**config.mk**
```make
export PLATFORM = sky130hd
export DESIGN_NAME = cpi_ctrl
export DESIGN_NICKNAME = d
export VERILOG_FILES = /design/src/hw/rtl/cpi_pkg.sv /design/src/hw/rtl/cpi_ctrl.sv
export SDC_FILE = /design/constraint.sdc
export NUM_CORES = 1
export LEC_CHECK = 0
export BUFFER_PORTS_ARGS = -buffer_cell sky130_fd_sc_hd__buf_2
export CAP_MARGIN = 20
export CORE_AREA = 2 2 39 41
export DETAILED_ROUTE_END_ITERATION = 8
export DIE_AREA = 0 0 41 43
export PLACE_DENSITY_LB_ADDON = 0.15
export SLEW_MARGIN = 20
export SYNTH_ARGS = -nofsm -noshare
export SYNTH_HDL_FRONTEND = slang
export SYNTH_SLANG_ARGS = --single-unit
export TNS_END_PERCENT = 100
```
**constraint.sdc**
```tcl
create_clock -name clk_i -period 1.3 [get_ports clk_i]
set_input_delay 0.13 -clock clk_i [delete_from_list [all_inputs] [get_ports clk_i]]
set_output_delay 0.13 -clock clk_i [all_outputs]
set_load 0.05 [all_outputs]
```
**src/hw/rtl/cpi_pkg.sv**
```systemverilog
// Shared types and constants for the colour palette interning block.
package cpi_pkg;

  localparam int unsigned COLOR_W       = 32;
  localparam int unsigned IDX_OUT_W     = 8;
  localparam int unsigned CNT_OUT_W     = 9;
  localparam int unsigned MOD_STEP_BITS = 4;

  typedef struct packed {
    logic [COLOR_W-1:0] color;
  } in_beat_t;

  typedef struct packed {
    logic [IDX_OUT_W-1:0] palette_index;
    logic                 was_present;
    logic                 full_res;
    logic [CNT_OUT_W-1:0] entries_used;
  } out_beat_t;

  typedef enum logic [3:0] {
    ST_CLEAR,
    ST_IDLE,
    ST_MOD,
    ST_HEAD_RD,
    ST_HEAD_CHK,
    ST_WALK,
    ST_APPEND,
    ST_LINK,
    ST_RESULT
  } state_e;

  typedef struct packed {
    logic clr_wr;
    logic latch_in;
    logic head_rd;
    logic ent_rd_head;
    logic walk_step;
    logic ent_rd_link;
    logic set_found;
    logic set_full;
    logic append;
    logic link;
    logic load_out;
  } cmd_t;

  typedef struct packed {
    logic clr_last;
    logic mod_busy;
    logic head_valid;
    logic ent_match;
    logic link_valid;
    logic have_tail;
    logic is_full;
    logic out_free;
  } status_t;

endpackage

```
**src/hw/rtl/cpi_ctrl.sv**
```systemverilog
// Controller: sequences the clearing sweep, hashing, chain walk, append and result load.
module cpi_ctrl (
  input  logic             clk_i,
  input  logic             rst_ni,
  input  logic             in_valid_i,
  output logic             in_ready_o,
  input  cpi_pkg::status_t status_i,
  output cpi_pkg::cmd_t    cmd_o
);

  cpi_pkg::state_e state_q, state_d;

  always_ff @(posedge clk_i or negedge rst_ni) begin
    if (!rst_ni) begin
      state_q <= cpi_pkg::ST_CLEAR;
    end else begin
      state_q <= state_d;
    end
  end

  always_comb begin
    state_d    = state_q;
    cmd_o      = '0;
    in_ready_o = 1'b0;
    case (state_q)
      cpi_pkg::ST_CLEAR: begin
        cmd_o.clr_wr = 1'b1;
        if (status_i.clr_last) begin
          state_d = cpi_pkg::ST_IDLE;
        end
      end
      cpi_pkg::ST_IDLE: begin
        in_ready_o = 1'b1;
        if (in_valid_i) begin
          cmd_o.latch_in = 1'b1;
          state_d        = cpi_pkg::ST_MOD;
        end
      end
      cpi_pkg::ST_MOD: begin
        if (!status_i.mod_busy) begin
          state_d = cpi_pkg::ST_HEAD_RD;
        end
      end
      cpi_pkg::ST_HEAD_RD: begin
        cmd_o.head_rd = 1'b1;
        state_d       = cpi_pkg::ST_HEAD_CHK;
      end
      cpi_pkg::ST_HEAD_CHK: begin
        if (status_i.head_valid) begin
          cmd_o.ent_rd_head = 1'b1;
          state_d           = cpi_pkg::ST_WALK;
        end else if (status_i.is_full) begin
          cmd_o.set_full = 1'b1;
          state_d        = cpi_pkg::ST_RESULT;
        end else begin
          state_d = cpi_pkg::ST_APPEND;
        end
      end
      cpi_pkg::ST_WALK: begin
        if (status_i.ent_match) begin
          cmd_o.set_found = 1'b1;
          state_d         = cpi_pkg::ST_RESULT;
        end else begin
          cmd_o.walk_step = 1'b1;
          if (status_i.link_valid) begin
            cmd_o.ent_rd_link = 1'b1;
          end else if (status_i.is_full) begin
            cmd_o.set_full = 1'b1;
            state_d        = cpi_pkg::ST_RESULT;
          end else begin
            state_d = cpi_pkg::ST_APPEND;
          end
        end
      end
      cpi_pkg::ST_APPEND: begin
        cmd_o.append = 1'b1;
        state_d      = status_i.have_tail ? cpi_pkg::ST_LINK : cpi_pkg::ST_RESULT;
      end
      cpi_pkg::ST_LINK: begin
        cmd_o.link = 1'b1;
        state_d    = cpi_pkg::ST_RESULT;
      end
      cpi_pkg::ST_RESULT: begin
        if (status_i.out_free) begin
          cmd_o.load_out = 1'b1;
          state_d        = cpi_pkg::ST_IDLE;
        end
      end
      default: begin
        state_d = cpi_pkg::ST_IDLE;
      end
    endcase
  end

endmodule

```
# ---- Yosys cells after proc, flatten, opt, wreduce, memory -nomap -nowiden
# Cells that the tools add are included.
dict set report totals {
  word_cells 46
  reg_bits 4
  in_bits 11
}
dict set report classes {
  n_eq_ne 13
  reduce_logical 2
  muxes 30
}
# op n
set op_table {}
lappend op_table {{4-bit 2-to-1 mux} 9}
lappend op_table {{4-bit case mux with 9 select lines} 1}
lappend op_table {{1-bit 2-to-1 mux} 17}
lappend op_table {{4-bit by 3-bit equality test with 1-bit output, second input constant} 4}
lappend op_table {{4-bit by 2-bit equality test with 1-bit output, second input constant} 2}
lappend op_table {{2-bit != test, second input constant} 4}
lappend op_table {{5-bit AND reduction} 1}
lappend op_table {{4-bit by 1-bit equality test with 1-bit output, second input constant} 1}
lappend op_table {{4-bit equality test, second input constant} 1}
lappend op_table {{4-bit zero test} 1}
lappend op_table {{3-bit 2-to-1 mux} 1}
lappend op_table {{3-bit != test, second input constant} 1}
lappend op_table {{2-bit 2-to-1 mux} 1}
lappend op_table {{1-bit case mux with 2 select lines} 1}

# ---- Logic depth before layout (Yosys ltp)
# Gate-level depths: netlist (run 1).
dict set report depth {
  ltp_word 4
  ltp_mapped 5
  ltp_nobuf 4
}

# ---- Least setup slack after synthesis (run 1)
# Ideal clock, no wire load.
dict set report synth_path {
  path_kind {reg2out}
  start {reg state_q[2]}
  end {out cmd_o[9] (netlist bit)}
  setup_slack_ns -1.063
  path_stages_with_launch 4
  path_buffers 1
  arrival_ns 2.233
  cell_sequence {dfrtp_1 -> clkbuf_4 -> nor3_1 -> and2_1}
}
# item line_no
set synth_rtl {}
lappend synth_rtl {{from (decl)} cpi_ctrl.sv:11} ;# cpi_pkg::state_e state_q, state_d;
lappend synth_rtl {{from (signal assigned)} cpi_ctrl.sv:15} ;# state_q <= cpi_pkg::ST_CLEAR;
lappend synth_rtl {{from (signal assigned)} cpi_ctrl.sv:17} ;# state_q <= state_d;
lappend synth_rtl {{to (decl)} cpi_ctrl.sv:8} ;# output cpi_pkg::cmd_t cmd_o

# ---- Worst setup path in the final report (run 1)
dict set report layout_path {
  start {reg state_q[3]}
  end {reg state_q[1]}
}
dict set report layout_between {
  elab_chain_len 3
}
# item line_no
set layout_rtl {}
lappend layout_rtl {{4-bit by 3-bit equality test with 1-bit output (tied with other cells)} cpi_ctrl.sv:25} ;# case (state_q)
lappend layout_rtl {{3-bit != test (no source line) or 2-bit != test (tied branches)} -}
lappend layout_rtl {{5-bit AND reduction (no source line)} -}
# Parallel ways exist; a longest one is shown, timed or not.
# A chain may end at the register's enable or synchronous reset.

==> results.md, run 1 <==
* Adder-cell share of the synthesized area at 0%
* Final setup vio count at 15
* Top post-synthesis cells by area: dfrtp_1, nor2_1, nor3_1
* Layout area overhead at 139%
* Synthesized cell area at 484 sq um
* CP required at 1.45 ns
* Reg2reg path depth at 6
* Count of state elements after synthesis at 4
* Min-delay src: status_i[0]
* Post-placement cell area at slightly below 800 sq um
* GRT Util Overall at 25.1%
* Syn Area/Cell at 7.81 sq um
* GRT overflow at 0
* Commonest non-fill, non-tap cell in the layout: buf_6
* Fillers at slightly below 80
* Vias at approximately 690
* Slack of the worst reg-to-reg path at -0.20 ns
* Crit path launch: state_q[3]$_DFFE_PN0P_
* Vias per inst at 5.37
* Site Rows at 14
* Worst reg2reg path endpoint: state_q[1]$_DFFE_PN0P_
* Count of unique library cells instantiated by Yosys at 31
* Post-synth top area share at 20.7%
* Final Non-Filler Cells at 129
* Post-Syn Nets at 73
* 1st-pass router iterations at 4
* Prevailing post-synth register cell: dfrtp_1
* Core area at 0.00138 sq mm
* Leak Pwr at 0.520 nW
* Hold Path Sink: state_q[3]$_DFFE_PN0P_
* Compound-Gate Fraction of Synth Area at 22.7%
* Leading area contributor after synthesis: dfrtp_1
* Max-cap violations at 0
* Post-synthesis simple-gate area fraction at 43.4%
* Worst-margin pin slew at 0.279 ns
* Crit-path max FO at 5
* Mux contribution to synthesized area at 2.07%
* Yosys warnings at 0
* Hold Crit Depth at 2
* Largest register FFs at 4
* Max VDD drop at 1750 uV
* Worst EP arrival at 1.66 ns
* Outcome: complete, but fails checks
* Htree depth at 1
* Number of flops mapped to enable cells by yosys at 0
* Post-Synthesis Cells at 62
* Routed Antenna Nets at 0
* Largest Register: state_q
* Final Cycle Share at 116%
* Synthesized-area fraction occupied by xor and xnor cells at 0%
* Most frequent cells in the layout: buf_6, buf_4, buf_2
* Max Slew Vio Count at 0
* Fin crit period at 1.50 ns
* Worst-skew pair later-pin latency at 0.25 ns
* Die height at 43 microns
* Largest net degree at the start of global routing at 7
* Reg clk slew, reported paths at approximately 0.040 ns
* Worst path bufs/invs at 2
* Global-route wire length before repair at about 3000 microns
* Design Area, Final at 0.00116 sq mm
* Die ar. at between 0.0015 and 0.002 sq mm
* TritonCTS Sinks at 4
* Crit start category: register
* Crit path max-delay cell type: dfrtp_2
* Largest family of logic cells by synthesized area: simple AND/OR/NAND/NOR gates
* Crit-path max cell delay at roughly 0.44 ns
* Hold_ws at 0.0912 ns
* CTS buffer count at 3
* Setup repair after global routing missed its margin: true
* Die X at slightly above 40 microns
* Post-placement cell count at 112
* Final hold violations at 0
* Crit path cell chain: buf_6 -> buf_4 -> nor3_1 -> and3_1 -> a221oi_2 -> a211oi_2
* Ys async rst share at 100%
* Fraction of layout cells with a size suffix above 1 at 74.3%
* CP Class: register to register
* DRC at 0
* Placer congestion estimate at 0.889
* Final worst setup slack at -0.203 ns
* Largest delay contributor family on the critical path: simple AND/OR/NAND/NOR gates
* Antenna Cells at 0
* TritonCTS clock tree: built
* WL/cell at 16.2 microns
* WL final at 2090 microns
* Initial core utilization at 35.0%
* Post-layout nets at between 100 and 150
* Max-slew headroom at 81.4%
* Port Buffers at 22
* Worst Hold Class: input pin to register
* Initial antenna violation count at 0
* CP Capture Type: register
* Failing checks: setup timing
* PD cells at ~2400 mW/mm^2
* Setup slack at placement at -0.112 ns
* CTS Buffer Depth at 2
* Root Driver: clkbuf_4
* Total power at 2.75 mW
* Hpwl dp at approximately 1200 microns
* Biggest regs: state_q (4)
* Seq/Total Area, Yosys at a little over 20%
* Vias in the first global route at 708
* Ports at 23
* Fmax at 665 MHz
* Reg2reg start: state_q[3]$_DFFE_PN0P_
* Initial DRC count at 17
* Final Skew at 0.00201 ns
-- per-stage QoR --
stage | setup TNS, ns | utilization (%)
global placement | -0.385 | 57.4
finish | -2.11 | 83.7
global route | -2.83 | 83.7
CTS | -1.87 | 78.5
detailed placement | -0.411 | 57.4
floorplan | -2.38 | -
-- layer usage --
metal | vias to the layer above | GRT usage, % | routed length [microns]
met3 | 8 | 6.81 | 98
met4 | 0 | 11.3 | 63
met2 | 27 | 39.7 | 1110
met5 | - | 0 | 0
met1 | 328 | 29.9 | 824
li1 | 330 | - | -
-- layout make-up --
class                           count  area (sq um)  area share (%)
Clock buffer                        3          22.5            1.94
Inverter                            5          18.8            1.62
Multi-Input combinational cell     49           494            42.7
Sequential cell                     4           104            8.96
Tap cell                           16          20.0            1.73
Timing Repair Buffer               52           499            43.1
-- synthesized netlist by cell type, drive strengths merged (2+ instances only) --
| master | number |
|---|---|
| o32ai | 2 |
| nor2 | 9 |
| nand2 | 3 |
| inv | 5 |
| nand2b | 5 |
| and3 | 2 |
| nor3 | 6 |
| dfrtp | 4 |
| a31oi | 4 |
| buf | 3 |
| o21ai | 2 |
| and2 | 2 |
| nand3 | 2 |
| nor4 | 3 |
-- worst max-delay path by stage --
stage,end,slack (ns),cells after the start
3_3_place_gp,state_q[0]$_DFFE_PN0P_,-0.12,4
4_1_cts,cmd_o[9],-0.18,4
6_report,state_q[1]$_DFFE_PN0P_,-0.20,6
5_1_grt,cmd_o[0],-0.25,5
2_1_floorplan,state_q[0]$_DFFE_PN0P_,-0.34,4
3_5_place_dp,state_q[0]$_DFFE_PN0P_,-0.11,4
-- power breakdown --
part	switching, mW	total (mW)	internal, mW	leakage (nW)
logic	1.16	2.31	1.15	0.459
registers	0.0922	0.277	0.184	0.0473
clock network	0.0609	0.165	0.104	0.0138
-- kinds of logic after synthesis --
| family | count (synthesis) |
|---|---|
| and+or+nand+nor | 35 |
| AOI/OAI and AO/OA | 13 |
| buffers and inverters | 9 |
| DFF | 4 |
| muxes | 1 |
-- worst reg2reg max path, stage by stage, from the launching register on --
cell,delay [ns]
dfrtp_2,0.44
buf_6,0.13
buf_4,0.14
nor3_1,0.24
and3_1,0.24
a221oi_2,0.05
a211oi_2,0.17
-- timing repair --
item | in CTS | in global routing
hold endpoints to repair | 4 | 0
gates resized for setup | 52 | 6
buffers inserted | 6 | 6
pin swaps | 14 | 6
setup endpoints to repair | 15 | 16
hold buffers | 1 | 0
cloned | 1 | 0
Note: power is estimated with default switching activity, not from simulation.
==> run 2: changes to the inputs <==
- GPL_TIMING_DRIVEN: default -> 0
- clock period: 1.3 -> 1.8 ns (I/O delays scaled with it)
==> run 2 against run 1 <==
Against the previous run: the flow now finishes without violations; combinational power down 62%; sequential cell count unchanged; worst setup slack better by 0.27 ns; largest cell class is now multi-input gates; register-to-register slack better by 0.41 ns; largest power group unchanged; worst hold slack better by 0.061 ns; critical endpoint is now cmd_o[5]; count of clock-buffer cells in the layout unchanged; clock power down 36%; critical path type is now register to output pin; clock skew down 0.0013 ns; design area down 40%; critical path depth down 3.
==> results.md, run 2 (synthesis results as in run 1) <==
* Outcome: finished, final reports clean (was complete, but fails checks)
* Root Driver: clkbuf_4 (unchanged)
* Final setup vio count at 0 (was 15)
* Initial core utilization at 35.0% (unchanged)
* WL final at 1270 microns (was 2090 microns)
* Routed Antenna Nets at 0 (unchanged)
* Global-route wire length before repair at 2080 microns (was 2970 microns)
* CTS Buffer Depth at 2 (unchanged)
* Commonest non-fill, non-tap cell in the layout: buf_2 (was buf_6)
* Ports at 23 (unchanged)
* Htree depth at 1 (unchanged)
* Antenna Cells at 0 (unchanged)
* Design Area, Final at 693 sq um (was 0.00116 sq mm)
* WL/cell at 12.0 microns (was 16.2 microns)
* Final hold violations at 0 (unchanged)
* Initial antenna violation count at 0 (unchanged)
* Crit path launch: state_q[3]$_DFFE_PN0P_ (unchanged)
* Max-slew headroom at 78.2% (was 81.4%)
* GRT Util Overall at 17.3% (was 25.1%)
* Vias per inst at 5.37 (about the same)
* Worst-skew pair later-pin latency at 0.23 ns (was 0.25 ns)
* Largest net degree at the start of global routing at 11 (was 7)
* Site Rows at 14 (unchanged)
* 1st-pass router iterations at 4 (unchanged)
* Most frequent cells in the layout: buf_2, nor2_1, clkbuf_4, nor3_1, inv_1 (was buf_6, buf_4, buf_2)
* Die X at 41 microns (unchanged)
* TritonCTS Sinks at 4 (unchanged)
* Biggest regs: state_q (4) (unchanged)
* Max-cap violations at 0 (unchanged)
* Hpwl dp at 968 microns (was 1210 microns)
* Final Cycle Share at 96.3%
* Vias at 569 (was 693)
* Reg clk slew, reported paths at 0.03 ns (was 0.04 ns)
* Reg2reg start: state_q[3]$_DFFE_PN0P_ (unchanged)
* Post-placement cell area at 632 sq um (was 795 sq um)
* Core area at 0.00138 sq mm (unchanged)
* Leak Pwr at 0.340 nW (was 0.520 nW)
* Setup repair after global routing missed its margin: false (was true)
* Crit-path max FO at 7 (was 5)
* Multi-input gate area at 353 sq um (was 494 sq um)
* Largest Register: state_q (unchanged)
* Worst EP arrival at 1.55 ns (was 1.66 ns)
* DRC at 0 (unchanged)
* PD cells at 1670 mW/mm^2 (was 2370 mW/mm^2)
* Crit start category: register (unchanged)
* Max VDD drop at 711 uV (was 1750 uV)
* Port Buffers at 22 (unchanged)
* Initial DRC count at 21 (was 17)
* Die ar. at 0.00176 sq mm (unchanged)
* Sequential cell area at 100 sq um (was 104 sq um)
* CP Class: register to output pin (was register to register)
* Largest register FFs at 4 (unchanged)
* Placer congestion estimate at 0.792 (was 0.889)
* Post-layout nets at 103 (was 126)
* Final Skew at 0.000746 ns (was 0.00201 ns)
* CP required at 1.62 ns (was 1.45 ns)
* Total power at 1.15 mW (was 2.75 mW)
* Fraction of layout cells with a size suffix above 1 at 46.7% (was 74.3%)
* Fmax at 577 MHz
* Min-delay src: status_i[0] (unchanged)
* Fin crit period at 1.73 ns
* GRT overflow at 0 (unchanged)
* CTS buffer count at 3 (unchanged)
* TritonCTS clock tree: built (unchanged)
* Die height at 43 microns (unchanged)
* Layout area overhead at 43.2% (was 139%)
* Vias in the first global route at 498 (was 708)
* Fillers at 138 (was 78)
* Worst-margin pin slew at 0.324 ns (was 0.279 ns)
* Max Slew Vio Count at 0 (unchanged)
* Worst Hold Class: input pin to register (unchanged)
* CP Capture Type: output pin (was register)
==> run 2: worst paths after layout <==
kind                       cells after the start  slack (ns)                     end
hold reg to reg                                2        0.74  state_q[2]$_DFFE_PN0P_
setup / recovery                               3        0.07                cmd_o[5]
hold / removal                                 2        0.15  state_q[3]$_DFFE_PN0P_
min in group asynchronous                      2        0.30  state_q[1]$_DFFE_PN0P_
setup reg to reg                               5        0.21  state_q[0]$_DFFE_PN0P_
max in group asynchronous                      2        1.39  state_q[0]$_DFFE_PN0P_
==> run 2: critical path, cell delays in order (launching register included) <==
cell and delay, ns:
dfrtp_1 0.42, nand2b_2 0.29, nor4_4 0.41, buf_6 0.21
==> run 2: area by class of cell <==
class | count | area share (%)
clock buffer | 3 | 3.25
timing repair buffer | 25 | 20.8
tap | 16 | 2.89
inverter | 5 | 2.71
sequential | 4 | 14.4
multi-input combinational | 49 | 50.9
buffer | 4 | 5.05
==> run 2: power breakdown <==
part	internal (mW)	switching, mW
combinational	0.310	0.570
clock	0.0742	0.0311
sequential	0.128	0.0409
total	0.512	0.642
==> run 2: routing by layer <==
| layer | track usage [%] | up-vias | share of wire, % |
|---|---|---|---|
| met5 | 0 | - | 0 |
| met4 | 6.00 | 0 | 0 |
| met3 | 4.71 | 0 | 6.1 |
| met2 | 24.7 | 25 | 49 |
| met1 | 24.4 | 261 | 45 |
| li1 | - | 283 | - |
==> run 2: metrics by stage <==
stage	TNS [ns]	setup slack, ns	hold slack (ns)	utilization, %	std cells
after floorplan	-0.433	-0.143	-0.116	-	62
after global placement	0	0.209	-0.0155	45.7	100
after detailed placement	0	0.219	-0.0132	45.7	100
after CTS	0	0.0236	0.153	48.2	104
after global routing	0	0.000505	0.165	50.1	106
final	0	0.0662	0.152	50.1	106
==> run 2: what timing repair did <==
| action | CTS | global route |
|---|---|---|
| endpoints found under the hold margin | 4 | 0 |
| hold buffers | 1 | 0 |
| setup endpoints to repair | 1 | 4 |
| pin swaps | 0 | 1 |
| setup buffers | 0 | 2 |
| resized for setup | 1 | 4 |
==> run 3: changes to the inputs <==
- ABC_AREA: default -> 1
- REMOVE_ABC_BUFFERS: default -> 1
==> run 3 against run 2 <==
Against the previous run: first-iteration DRC count fell by 19%; fmax grew 3.5%; register-to-register slack improved by 0.23 ns; wire length is 4.0% higher; largest cell class unchanged; highest routed layer unchanged.
==> results.md, run 3 <==
* Outcome: finished, final reports clean (unchanged)
* Worst-skew pair later-pin latency at 0.23 ns (about the same)
* Placer congestion estimate at 0.774 (was 0.792)
* Final hold violations at 0 (unchanged)
* Seq/Total Area, Yosys at 20.9% (was 20.7%)
* Slack of the worst reg-to-reg path at 0.44 ns (was 0.21 ns)
* Final Cycle Share at 93.1% (was 96.3%)
* Leading area contributor after synthesis: dfrtp_1 (unchanged)
* Largest Register: state_q (unchanged)
* Initial DRC count at 17 (was 21)
* TritonCTS Sinks at 4 (unchanged)
* CTS Buffer Depth at 2 (unchanged)
* CP required at 1.62 ns (about the same)
* Die ar. at 0.00176 sq mm (unchanged)
* Die height at 43 microns (unchanged)
* Vias in the first global route at 499 (was 498)
* DRC at 0 (unchanged)
* Largest net degree at the start of global routing at 9 (was 11)
* Antenna Cells at 0 (unchanged)
* Top post-synthesis cells by area: dfrtp_1, nand2_1, inv_1 (was dfrtp_1, nor2_1, nor3_1)
* Crit path cell chain: inv_1 -> nand2_2 -> nor2_2 -> nand3_1 -> o31ai_1 -> buf_4 (was nand2b_2 -> nor4_4 -> buf_6)
* Number of flops mapped to enable cells by yosys at 0 (unchanged)
* Crit path max-delay cell type: dfrtp_1 (unchanged)
* Worst Hold Class: input pin to register (unchanged)
* Layout area overhead at 42.8% (was 43.2%)
* Largest register FFs at 4 (unchanged)
* GRT overflow at 0 (unchanged)
* Crit path to: cmd_o[3] (was cmd_o[5])
* WL final at 1320 microns (was 1270 microns)
* Post-synth top area share at 20.9% (was 20.7%)
* Crit start category: register (unchanged)
* Vias per inst at 4.93 (was 5.37)
* Final TNS setup at 0 ns (unchanged)
* Root Driver: clkbuf_4 (unchanged)
* Initial antenna violation count at 0 (unchanged)
* PD cells at 1650 mW/mm^2 (was 1670 mW/mm^2)
* Reg clk slew, reported paths at 0.03 ns (about the same)
* Setup repair after global routing missed its margin: false (unchanged)
* Setup slack at placement at 0.202 ns (was 0.219 ns)
* Final setup vio count at 0 (unchanged)
* Crit path depth at 6 (was 3)
* Prevailing post-synth register cell: dfrtp_1 (unchanged)
* Reg2reg path depth at 7 (was 5)
* Fraction of layout cells with a size suffix above 1 at 41.8% (was 46.7%)
* Count of state elements after synthesis at 4 (unchanged)
* Final Core Density at 49.5% (was 50.1%)
* TritonCTS clock tree: built (unchanged)
* Reg2reg start: state_q[2]$_DFFE_PN0P_ (was state_q[3]$_DFFE_PN0P_)
* Final Skew at 0.00104 ns (was 0.000746 ns)
* Max-slew headroom at 83.3% (was 78.2%)
* Global-route wire length before repair at 2010 microns (was 2080 microns)
* Post-Synthesis Cells at 80 (was 62)
* Yosys warnings at 0 (unchanged)
* Most frequent cells in the layout: buf_2, nand2_1, inv_1 (was buf_2, nor2_1, clkbuf_4, nor3_1, inv_1)
* Crit-path max cell delay at 0.44 ns (was 0.42 ns)
* Fmax at 597 MHz (was 577 MHz)
* Ports at 23 (unchanged)
* Routed Antenna Nets at 0 (unchanged)
* Worst path bufs/invs at 2 (was 1)
* Sequential cell area at 103 sq um (was 100 sq um)
* Vias at 621 (was 569)
* Port Buffers at 22 (unchanged)
* Crit-path max FO at 4 (was 7)
* Worst reg2reg path endpoint: state_q[0]$_DFFE_PN0P_ (unchanged)
* Multi-input gate area at 315 sq um (was 353 sq um)
* Post-layout nets at 123 (was 103)
* Leak Pwr at 0.437 nW (was 0.340 nW)
* CP Class: register to output pin (unchanged)
* Max VDD drop at 695 uV (was 711 uV)
* Commonest non-fill, non-tap cell in the layout: buf_2 (unchanged)
* Max-cap violations at 0 (unchanged)
* WL/cell at 10.5 microns (was 12.0 microns)
* Most frequent cells after synthesis: nand2_1, inv_1, nand3_1, nor2_1, nor2_2 (was nor2_1, nor3_1, inv_1, dfrtp_1, nand2b_1)
* Largest delay contributor family on the critical path: flip-flops (was simple AND/OR/NAND/NOR gates)
* Die X at 41 microns (unchanged)
* Worst-margin pin slew at 0.251 ns (was 0.324 ns)
* Count of unique library cells instantiated by Yosys at 18 (was 31)
* Final worst setup slack at 0.125 ns (was 0.0662 ns)
* Site Rows at 14 (unchanged)
* Initial core utilization at 34.6% (was 35.0%)
* Count leader, synth: nand2_1 (was nor2_1)
* Fin crit period at 1.67 ns (was 1.73 ns)
* Htree depth at 1 (unchanged)
* Max Slew Vio Count at 0 (unchanged)
* Ys async rst share at 100% (unchanged)
* CP Capture Type: output pin (unchanged)
* GRT Util Overall at 17.1% (was 17.3%)
* Fillers at 157 (was 138)
* Core area at 0.00138 sq mm (unchanged)
* Worst EP arrival at 1.49 ns (was 1.55 ns)
* 1st-pass router iterations at 4 (unchanged)
* Hpwl dp at 1020 microns (was 968 microns)
* Synthesized cell area at 479 sq um (was 484 sq um)
* Biggest regs: state_q (4) (unchanged)
* CTS buffer count at 3 (unchanged)
* Crit path launch: state_q[3]$_DFFE_PN0P_ (unchanged)
* Syn Area/Cell at 5.99 sq um (was 7.81 sq um)
run 3: cell types whose count changed in the layout (fill, tap and decap cells not counted), sizes merged, moves of 4 or more:
cell | before | now
nor3 | 6 | 2
nand3 | 2 | 13
nand2 | 3 | 19
nand2b | 5 | 0
a31oi | 4 | 0
nor2 | 9 | 13
inv | 5 | 19
run 3: how the worst min path moves through the flow:
stage                      from                      to  slack (ns)  cells after the start
floorplan                rst_ni  state_q[0]$_DFFE_PN0P_       -0.12                      0
global placement         rst_ni  state_q[0]$_DFFE_PN0P_       -0.01                      1
detailed placement       rst_ni  state_q[0]$_DFFE_PN0P_       -0.01                      1
CTS                 status_i[6]  state_q[1]$_DFFE_PN0P_        0.22                      3
global route        status_i[6]  state_q[1]$_DFFE_PN0P_        0.23                      3
finish              status_i[6]  state_q[1]$_DFFE_PN0P_        0.23                      3
run 3: routing by layer:
metal	wire, microns	global-route usage (%)
met5	0	0
met4	0	10.0
met3	52	3.14
met2	687	24.1
met1	581	23.2
run 3: logic make-up after synthesis:
| group | share of synthesized area [%] |
|---|---|
| AO/OA/AOI/OAI | 9.14 |
| flip-flops | 20.9 |
| AND/OR/NAND/NOR | 55.1 |
| buffers and inverters | 14.9 |
run 3: power by group:
part           internal, mW  leakage [nW]  switching (mW)  total, mW
registers             0.132        0.0496          0.0827      0.214
logic                 0.250         0.373           0.556      0.806
clock network        0.0742        0.0138          0.0319      0.106
total                 0.456         0.437           0.671       1.13
run 3: repair_timing:
action	CTS	global route
endpoints found under the hold margin	4	0
setup endpoints to repair	1	1
resized for setup	1	5
buffers inserted	0	4
hold buffers	1	0
pin swaps	0	1
run 3: tightest hold or removal path, stage by stage:
cell and delay (ns):
buf_2 0.10, nand3_2 0.08, nand2_1 0.06
run 3: metrics by stage:
step                total power, mW  instances  area [sq um]  hold WS [ns]
floorplan                     0.775         80           479        -0.116
global placement              0.931        118           609       -0.0142
detailed placement            0.939        118           609       -0.0146
CTS                            1.07        122           647         0.219
global route                   1.22        126           684         0.226
finish                         1.13        126           684         0.228
run 3: cell type report:
| type | count | share of cell area (%) |
|---|---|---|
| tap | 16 | 2.93 |
| multi-input combinational | 57 | 46.1 |
| timing repair buffer | 27 | 22.3 |
| clock buffer | 3 | 3.29 |
| inverter | 19 | 10.4 |
| sequential | 4 | 15.0 |
